## src/hdl/upq_pkg.sv

```systemverilog
// ----------------------------------------------------------------------------
// upq_pkg: shared types and constants for the unsorted priority queue
// Field widths, stream packing positions, operation and status codes.
// ----------------------------------------------------------------------------
package upq_pkg;

   localparam int MODE_W   = 2;
   localparam int KEY_W    = 16;
   localparam int PRIO_W   = 16;
   localparam int STATUS_W = 3;
   localparam int OCC_W    = 7;

   // request tdata: mode, key, priority_req (lowest bit up), padded to bytes
   localparam int REQ_MODE_LSB = 0;
   localparam int REQ_KEY_LSB  = REQ_MODE_LSB + MODE_W;
   localparam int REQ_PRIO_LSB = REQ_KEY_LSB + KEY_W;
   localparam int REQ_USED_W   = REQ_PRIO_LSB + PRIO_W;
   localparam int REQ_W        = ((REQ_USED_W + 7) / 8) * 8;

   // response tdata: status, served_key, front_valid, front_key,
   // front_priority, occupancy (lowest bit up), padded to bytes
   localparam int RSP_STATUS_LSB = 0;
   localparam int RSP_SERVED_LSB = RSP_STATUS_LSB + STATUS_W;
   localparam int RSP_FVALID_LSB = RSP_SERVED_LSB + KEY_W;
   localparam int RSP_FKEY_LSB   = RSP_FVALID_LSB + 1;
   localparam int RSP_FPRIO_LSB  = RSP_FKEY_LSB + KEY_W;
   localparam int RSP_OCC_LSB    = RSP_FPRIO_LSB + PRIO_W;
   localparam int RSP_USED_W     = RSP_OCC_LSB + OCC_W;
   localparam int RSP_W          = ((RSP_USED_W + 7) / 8) * 8;

   typedef enum logic [MODE_W-1:0] {
      MODE_INSERT  = 2'd0,
      MODE_SERVE   = 2'd1,
      MODE_UPGRADE = 2'd2,
      MODE_CLEAR   = 2'd3
   } mode_type;

   typedef enum logic [STATUS_W-1:0] {
      ST_OK        = 3'd0,
      ST_EMPTY     = 3'd1,
      ST_ABSENT    = 3'd2,
      ST_NOT_LOWER = 3'd3,
      ST_FULL      = 3'd4
   } status_type;

   typedef enum logic [2:0] {
      S_IDLE,
      S_SEARCH,
      S_APPLY,
      S_FRONT,
      S_RESULT
   } state_type;

   typedef struct packed {
      logic [KEY_W-1:0]  key;
      logic [PRIO_W-1:0] prio;
   } entry_type;

   typedef struct packed {
      logic take_nbr;
      logic take_new;
   } cell_ctrl_type;

endpackage

```

## src/hdl/upq_cell.sv

```systemverilog
// ----------------------------------------------------------------------------
// upq_cell: one storage cell of the queue ring
// Holds one entry; loads either its neighbor's entry or a new entry.
// ----------------------------------------------------------------------------
module upq_cell import upq_pkg::*; (
   input  logic          clock,
   input  cell_ctrl_type ctrl,
   input  entry_type     nbr,
   input  entry_type     new_entry,
   output entry_type     q
);

   entry_type entry_ff;

   always_ff @(posedge clock) begin
      if (ctrl.take_new) begin
         entry_ff <= new_entry;
      end else if (ctrl.take_nbr) begin
         entry_ff <= nbr;
      end
   end

   assign q = entry_ff;

endmodule

```

## src/hdl/upq_scan.sv

```systemverilog
// ----------------------------------------------------------------------------
// upq_scan: running minimum over the entries passing the ring head
// Tracks the most urgent entry overall and the most urgent with a given key.
// ----------------------------------------------------------------------------
module upq_scan import upq_pkg::*; #(
   parameter int IDX_W = 6
) (
   input  logic              clock,
   input  logic              reset,
   input  logic              clear,
   input  logic              sample,
   input  entry_type         head,
   input  logic [IDX_W-1:0]  pos,
   input  logic [KEY_W-1:0]  match_key,
   output logic              any_found,
   output entry_type         any_entry,
   output logic [IDX_W-1:0]  any_idx,
   output logic              key_found,
   output logic [PRIO_W-1:0] key_prio,
   output logic [IDX_W-1:0]  key_idx
);

   logic              any_found_ff;
   entry_type         any_entry_ff;
   logic [IDX_W-1:0]  any_idx_ff;
   logic              key_found_ff;
   logic [PRIO_W-1:0] key_prio_ff;
   logic [IDX_W-1:0]  key_idx_ff;
   logic              take_any;
   logic              take_key;

   // strict compare keeps the earliest entry on ties
   assign take_any = sample && (!any_found_ff || (head.prio < any_entry_ff.prio));
   assign take_key = sample && (head.key == match_key) &&
                     (!key_found_ff || (head.prio < key_prio_ff));

   always_ff @(posedge clock) begin
      if (reset || clear) begin
         any_found_ff <= 1'b0;
         key_found_ff <= 1'b0;
      end else begin
         if (take_any) begin
            any_found_ff <= 1'b1;
         end
         if (take_key) begin
            key_found_ff <= 1'b1;
         end
      end
   end

   always_ff @(posedge clock) begin
      if (take_any) begin
         any_entry_ff <= head;
         any_idx_ff   <= pos;
      end
      if (take_key) begin
         key_prio_ff <= head.prio;
         key_idx_ff  <= pos;
      end
   end

   assign any_found = any_found_ff;
   assign any_entry = any_entry_ff;
   assign any_idx   = any_idx_ff;
   assign key_found = key_found_ff;
   assign key_prio  = key_prio_ff;
   assign key_idx   = key_idx_ff;

endmodule

```

## src/hdl/unsorted_priority_queue.sv

```systemverilog
// ----------------------------------------------------------------------------
// unsorted_priority_queue: arrival-ordered priority queue with decrease-key
// Entries live in a ring of cells; a single scan unit watches the ring head.
// ----------------------------------------------------------------------------
// Usage:
//   Requests enter on the req_ stream (insert, serve, upgrade, clear); each
//   request yields exactly one transfer on the rsp_ stream with the status,
//   the served key, the most urgent entry left and the occupancy.
//   Search: for serve and upgrade the cell ring rotates one position per cycle,
//   a full turn, while the head entry is compared against the running best;
//   insert and clear skip this search. Then the update is applied (cells at
//   or above the removed slot take their neighbor, the new entry lands at the
//   tail), then a second ring rotation finds the new front.
//   One request is in work at a time; the next is taken only after the
//   response is registered, so the block cannot accept a new request before
//   it is through with the last.
//   Reset empties the queue at once (occupancy zero); cell contents are left
//   as they are and never read before written.
//   A stalled response sits in the output register; the block takes and works
//   on the next request meanwhile and holds its own result until the
//   register frees.
// ----------------------------------------------------------------------------
module unsorted_priority_queue import upq_pkg::*; #(
   parameter int DEPTH = 64
) (
   input  logic             clock,
   input  logic             reset,
   input  logic             req_tvalid,
   output logic             req_tready,
   input  logic [REQ_W-1:0] req_tdata,  // mode, key, priority_req
   output logic             rsp_tvalid,
   input  logic             rsp_tready,
   output logic [RSP_W-1:0] rsp_tdata   // status, served_key, front_valid,
                                        // front_key, front_priority, occupancy
);

   localparam int IDX_W = (DEPTH > 1) ? $clog2(DEPTH) : 1;
   localparam int CNT_W = $clog2(DEPTH + 1);

   state_type         state_ff, state_in;
   mode_type          mode_ff;
   logic [KEY_W-1:0]  key_ff;
   logic [PRIO_W-1:0] prio_ff;
   logic [CNT_W-1:0]  count_ff, count_in;
   logic [IDX_W-1:0]  pos_ff, pos_in;
   status_type        status_ff, status_in;
   logic [KEY_W-1:0]  served_ff, served_in;
   logic              rsp_valid_ff;
   logic [RSP_W-1:0]  rsp_data_ff, rsp_data_in;

   logic              req_xfer;
   logic              pos_last;
   logic              rotate;
   logic              scan_clear;
   logic              scan_sample;
   logic              app_en;
   logic              cmp_en;
   logic [IDX_W-1:0]  wr_idx;
   logic [IDX_W-1:0]  rm_idx;
   logic              rsp_free;

   logic              any_found;
   entry_type         any_entry;
   logic [IDX_W-1:0]  any_idx;
   logic              key_found;
   logic [PRIO_W-1:0] key_prio;
   logic [IDX_W-1:0]  key_idx;

   entry_type         cell_q [DEPTH];
   cell_ctrl_type     cell_ctrl [DEPTH];
   entry_type         new_entry;
   logic [KEY_W-1:0]  front_key;
   logic [PRIO_W-1:0] front_prio;

   assign req_tready = (state_ff == S_IDLE);
   assign req_xfer   = req_tvalid && req_tready;
   assign pos_last   = (pos_ff == IDX_W'(DEPTH - 1));
   assign rsp_free   = !rsp_valid_ff || rsp_tready;

   // ---- state machine
   always_comb begin
      state_in = state_ff;
      unique case (state_ff)
         S_IDLE: begin
            if (req_xfer) begin
               if ((mode_type'(req_tdata[REQ_MODE_LSB +: MODE_W]) == MODE_SERVE) ||
                   (mode_type'(req_tdata[REQ_MODE_LSB +: MODE_W]) == MODE_UPGRADE)) begin
                  state_in = S_SEARCH;
               end else begin
                  state_in = S_APPLY;
               end
            end
         end
         S_SEARCH: begin
            if (pos_last) begin
               state_in = S_APPLY;
            end
         end
         S_APPLY: state_in = S_FRONT;
         S_FRONT: begin
            if (pos_last) begin
               state_in = S_RESULT;
            end
         end
         S_RESULT: begin
            if (rsp_free) begin
               state_in = S_IDLE;
            end
         end
         default: state_in = S_IDLE;
      endcase
   end

   always_comb begin
      rotate      = (state_ff == S_SEARCH) || (state_ff == S_FRONT);
      scan_clear  = req_xfer || (state_ff == S_APPLY);
      scan_sample = rotate && ({{(CNT_W > IDX_W ? CNT_W - IDX_W : 0){1'b0}}, pos_ff} < CNT_W'(count_ff));
      if (rotate && !pos_last) begin
         pos_in = pos_ff + IDX_W'(1);
      end else begin
         pos_in = '0;
      end
   end

   // ---- update decision, used in the apply cycle
   always_comb begin
      status_in = ST_OK;
      served_in = '0;
      count_in  = count_ff;
      app_en    = 1'b0;
      cmp_en    = 1'b0;
      wr_idx    = IDX_W'(count_ff);
      rm_idx    = any_idx;
      unique case (mode_ff)
         MODE_INSERT: begin
            if (count_ff == CNT_W'(DEPTH)) begin
               status_in = ST_FULL;
            end else begin
               app_en   = 1'b1;
               count_in = count_ff + CNT_W'(1);
            end
         end
         MODE_SERVE: begin
            if (count_ff == '0) begin
               status_in = ST_EMPTY;
            end else begin
               served_in = any_entry.key;
               cmp_en    = 1'b1;
               count_in  = count_ff - CNT_W'(1);
            end
         end
         MODE_UPGRADE: begin
            rm_idx = key_idx;
            wr_idx = IDX_W'(count_ff - CNT_W'(1));
            if (!key_found) begin
               status_in = ST_ABSENT;
            end else if (key_prio <= prio_ff) begin
               status_in = ST_NOT_LOWER;
            end else begin
               cmp_en = 1'b1;
               app_en = 1'b1;
            end
         end
         MODE_CLEAR: count_in = '0;
         default: count_in = count_ff;
      endcase
   end

   always_ff @(posedge clock) begin
      if (reset) begin
         state_ff     <= S_IDLE;
         count_ff     <= '0;
         pos_ff       <= '0;
         rsp_valid_ff <= 1'b0;
      end else begin
         state_ff <= state_in;
         pos_ff   <= pos_in;
         if (state_ff == S_APPLY) begin
            count_ff <= count_in;
         end
         if (state_ff == S_RESULT && rsp_free) begin
            rsp_valid_ff <= 1'b1;
         end else if (rsp_tready) begin
            rsp_valid_ff <= 1'b0;
         end
      end
   end

   assign front_key  = any_found ? any_entry.key  : '0;
   assign front_prio = any_found ? any_entry.prio : '0;

   always_comb begin
      rsp_data_in = '0;
      rsp_data_in[RSP_STATUS_LSB +: STATUS_W] = status_ff;
      rsp_data_in[RSP_SERVED_LSB +: KEY_W]    = served_ff;
      rsp_data_in[RSP_FVALID_LSB]             = any_found;
      rsp_data_in[RSP_FKEY_LSB +: KEY_W]      = front_key;
      rsp_data_in[RSP_FPRIO_LSB +: PRIO_W]    = front_prio;
      rsp_data_in[RSP_OCC_LSB +: OCC_W]       = OCC_W'(count_ff);
   end

   always_ff @(posedge clock) begin
      if (req_xfer) begin
         mode_ff <= mode_type'(req_tdata[REQ_MODE_LSB +: MODE_W]);
         key_ff  <= req_tdata[REQ_KEY_LSB +: KEY_W];
         prio_ff <= req_tdata[REQ_PRIO_LSB +: PRIO_W];
      end
      if (state_ff == S_APPLY) begin
         status_ff <= status_in;
         served_ff <= served_in;
      end
      if (state_ff == S_RESULT && rsp_free) begin
         rsp_data_ff <= rsp_data_in;
      end
   end

   assign rsp_tvalid = rsp_valid_ff;
   assign rsp_tdata  = rsp_data_ff;

   // ---- cell ring: cell i takes from cell i+1, the last from cell 0
   assign new_entry.key  = key_ff;
   assign new_entry.prio = prio_ff;

   for (genvar i = 0; i < DEPTH; i++) begin : g_cell
      assign cell_ctrl[i].take_new = app_en && (state_ff == S_APPLY) &&
                                     (wr_idx == IDX_W'(i));
      assign cell_ctrl[i].take_nbr = rotate ||
                                     (cmp_en && (state_ff == S_APPLY) &&
                                      (IDX_W'(i) >= rm_idx));

      upq_cell u_cell (
         .clock     (clock),
         .ctrl      (cell_ctrl[i]),
         .nbr       (cell_q[(i + 1) % DEPTH]),
         .new_entry (new_entry),
         .q         (cell_q[i])
      );
   end

   upq_scan #(
      .IDX_W (IDX_W)
   ) u_scan (
      .clock     (clock),
      .reset     (reset),
      .clear     (scan_clear),
      .sample    (scan_sample),
      .head      (cell_q[0]),
      .pos       (pos_ff),
      .match_key (key_ff),
      .any_found (any_found),
      .any_entry (any_entry),
      .any_idx   (any_idx),
      .key_found (key_found),
      .key_prio  (key_prio),
      .key_idx   (key_idx)
   );

endmodule

```

## config.mk

```make
export PLATFORM = sky130hd
export DESIGN_NAME = unsorted_priority_queue
export DESIGN_NICKNAME = d
export VERILOG_FILES = /design/src/hdl/upq_pkg.sv /design/src/hdl/upq_cell.sv /design/src/hdl/upq_scan.sv /design/src/hdl/unsorted_priority_queue.sv
export SDC_FILE = /design/constraint.sdc
export NUM_CORES = 2
export LEC_CHECK = 0
export BUFFER_PORTS_ARGS = -buffer_cell sky130_fd_sc_hd__buf_2
export CAP_MARGIN = 20
export CELL_PAD_IN_SITES_DETAIL_PLACEMENT = 1
export CELL_PAD_IN_SITES_GLOBAL_PLACEMENT = 2
export CORE_MARGIN = 8
export CORE_UTILIZATION = 35
export DETAILED_ROUTE_END_ITERATION = 6
export PLACE_DENSITY = 0.59
export SYNTH_ARGS = -nofsm -noshare
export SYNTH_HDL_FRONTEND = slang
export SYNTH_SLANG_ARGS = --single-unit
```

## constraint.sdc

```tcl
create_clock -name clock -period 18.76 [get_ports clock]
set_clock_uncertainty 0.1 [all_clocks]
set_input_delay 4.69 -clock clock [delete_from_list [all_inputs] [get_ports clock]]
set_output_delay 4.69 -clock clock [all_outputs]
set_load 0.005 [all_outputs]
```

==> results.py <==
metrics = {
    "logic_synthesis": {
        "syn_avg_cell_area_um2": 17.7,
        "synth_edf_count": 2220,
        "synthTopCellsByArea": "edfxtp_1, mux2_2, mux2_1",
        "yosysWarningCount": 0,
        "syn_inst": 5476,
        "ys_seq_elements": 2239,
        "ys_types": 65,
        "synth.yosys.seq_area_share_pct": 69.4,
        "synthTopCellsByCount": "edfxtp_1, mux2_2, mux2_1",
        "synthMostInstantiatedCell": "edfxtp_1",
        "synthArstFlopShare_pct": 0,
        "ys.flop_type": "edfxtp_1",
        "syn_area_um2": 96700,
        "netlist.area_leader.share_pct": 69.0,
        "synth_top_area_cell": "edfxtp_1",
    },
    "routing": {
        "route.antenna.remaining_nets": 0,
        "viasPerCell": 5.10,
        "routedWlPerCell_um": 26.3,
        "wl_mm": 248,
        "vias": 48200,
        "drc": 0,
        "drt-initial-drc-count": 3281,
        "drt_first_pass_iters": 5,
    },
    "die": {
        "start_util_pct": 35.1,
        "die_x_um": 542,
        "design.core.area_um2": 276000,
        "io_pins": 110,
        "die_area_um2": 293000,
        "placementRows": 193,
        "die_height_um": 542,
    },
    "cts": {
        "clockRootBuffer": "clkbuf_16",
        "cts_setup_buffers": 0,
        "clk_pin_slew_ns": 0.06,
        "numClockSinks": 2239,
        "cts_buffer_depth": 4,
        "cts_buffers": 247,
        "tritoncts": "done",
        "clock_latency_ns": 0.93,
        "cts_resized": 0,
        "holdBufCountCts": 0,
        "cts_htree_levels": 4,
    },
    "sta": {
        "finalSetupTns_ns": 0,
        "fin_crit_ns": 6.67,
        "finalSetupViolations": 0,
        "final-hold-violation-count": 0,
        "relSlewSlack_pct": 25.0,
        "tightest_slew_ns": 1.12,
        "grt_setup_unrepaired": "no",
        "drv_slew": 0,
        "fmax_mhz": 150,
        "period_share_pct": 35.5,
    },
    "final_layout": {
        "layout-drive-gt1-share_pct": 41.7,
        "nets": 5648,
        "area_growth_syn_to_layout_pct": 12.7,
        "fin_cells": 9447,
    },
    "placed_design": {
        "gp_congestion": 0.787,
        "placed_cells": 8996,
        "dpl.hpwl_mm": 148,
        "place.port_buffers": 98,
    },
    "run": {
        "drv_cap": 0,
    },
    "setup_path": {
        "worst-path-max-fanout": 62,
        "crit_path_start_kind": "flop",
        "required_ns": 19.13,
        "endpoint_kind": "flop",
        "cp.arrival_ns": 7.03,
        "worstSetupPathType": "reg2reg",
    },
    "global_route": {
        "grt_pass1_wl_mm": 370,
        "grt_max_degree": 66,
        "gr-usage-all-layers_pct": 16.7,
        "antenna_found_initial": 14,
        "grt_pass1_vias": 52800,
        "grt_overflow": 0,
    },
    "power": {
        "vdd_drop_max_mv": 0.0812,
        "leakage_nw": 35.6,
        "power_density_nw_per_um2": 116,
    },
    "min_path": {
        "holdCritPathClass": "reg2reg",
    },
    "status": {
        "status": "complete, no violations",
    },
}
-- per-layer routing --
layer,vias to the layer above,track usage (%),wire [um]
met2,777,28.0,120000
met3,330,2.32,8920
met4,0,3.90,5570
li1,21300,-,-
met1,25800,22.9,113000
met5,-,0,0
-- cell families (layout without fill, tap and decap cells) --
kind of cell	count (synthesis)	count (layout)	synth area share (%)
AO/OA/AOI/OAI	267	267	1.68
other	1	9	0.00388
multiplexers	2015	2015	23.5
flip-flops	2239	2239	69.4
XOR/XNOR	24	24	0.217
adder cells (fa/ha/maj)	60	60	0.777
buffers and inverters	522	780	2.57
AND/OR/NAND/NOR	348	348	1.93
-- metrics by stage --
step	hold slack (ns)	setup WS, ns	util, %	power, mW	instance area (um2)
CTS	0.318	11.96	39.5	12.8	109000
global route	0.324	11.79	39.5	13.1	109000
floorplan	0.300	10.97	-	7.48	96700
detailed placement	0.306	12.04	36.7	8.14	101000
global placement	0.303	12.04	36.7	8.12	101000
finish	0.321	12.09	39.5	12.6	109000
-- placed cells by master (no fill, tap or decap), drive strengths merged, types with 4 or more instances in the layout --
master	count
a211o	21
a21o	13
a21oi	40
and2	35
and3	5
and4	7
buf	278
bufinv	15
clkbuf	310
clkinv	105
clkinvlp	7
conb	5
dfxtp	19
diode	4
edfxtp	2220
ha	60
inv	65
mux2	2009
mux2i	6
nand2	75
nand2b	10
nand3	28
nand3b	10
nand4	17
nor2	121
nor2b	7
nor3	13
o211ai	10
o21ai	138
o221ai	4
o22ai	4
o31ai	4
or3	12
xnor2	23
-- flip-flops by register name (all words and copies together) (netlist names), 6 cells and up --
signal / count
rsp_tdata: 59
u_scan.any_idx: 6
u_scan.key_prio: 16
prio_ff: 16
u_scan.key_idx: 6
g_cell.u_cell.q: 2048
count_ff: 7
u_scan.any_entry: 32
key_ff: 16
pos_ff: 6
served_ff: 16
-- area by class of cell --
class / count / area (um2)
flip-flops and latches: 2239 / 67000
clock inverters: 133 / 1120
well taps: 3705 / 4640
diodes: 4 / 10.0
clock buffers: 310 / 6450
fillers: 26600 / 167000
multi-input cells: 2719 / 27500
inverters: 59 / 221
repair buffers: 278 / 1970
-- critical path, cell delays in order, from the launching register on --
cell and delay [ns]:
edfxtp_1 0.33, buf_4 0.65, inv_1 0.36, ha_1 0.41, nand4_1 0.20, or4_1 0.63, a21oi_1 0.37, or4_1 0.47
nand4_2 0.83, nor2_4 0.30, buf_4 0.53, a211o_2 0.90
-- power by group --
part / total, mW / internal (mW) / switching [mW]
registers: 6.58 / 6.39 / 0.192
clock network: 4.63 / 2.63 / 2.00
logic: 1.42 / 0.471 / 0.951
-- final timing paths --
check / from / cells past startpoint / slack (ns) / to
max: prio_ff[14] / 11 / 12.09 / g_cell[30].u_cell.q[21]
min: served_ff[6] / 0 / 0.32 / rsp_tdata[9]
max reg2reg: prio_ff[14] / 11 / 12.09 / g_cell[30].u_cell.q[21]
min reg2reg: served_ff[6] / 0 / 0.32 / rsp_tdata[9]
Note: power is estimated with default switching activity, not from simulation.
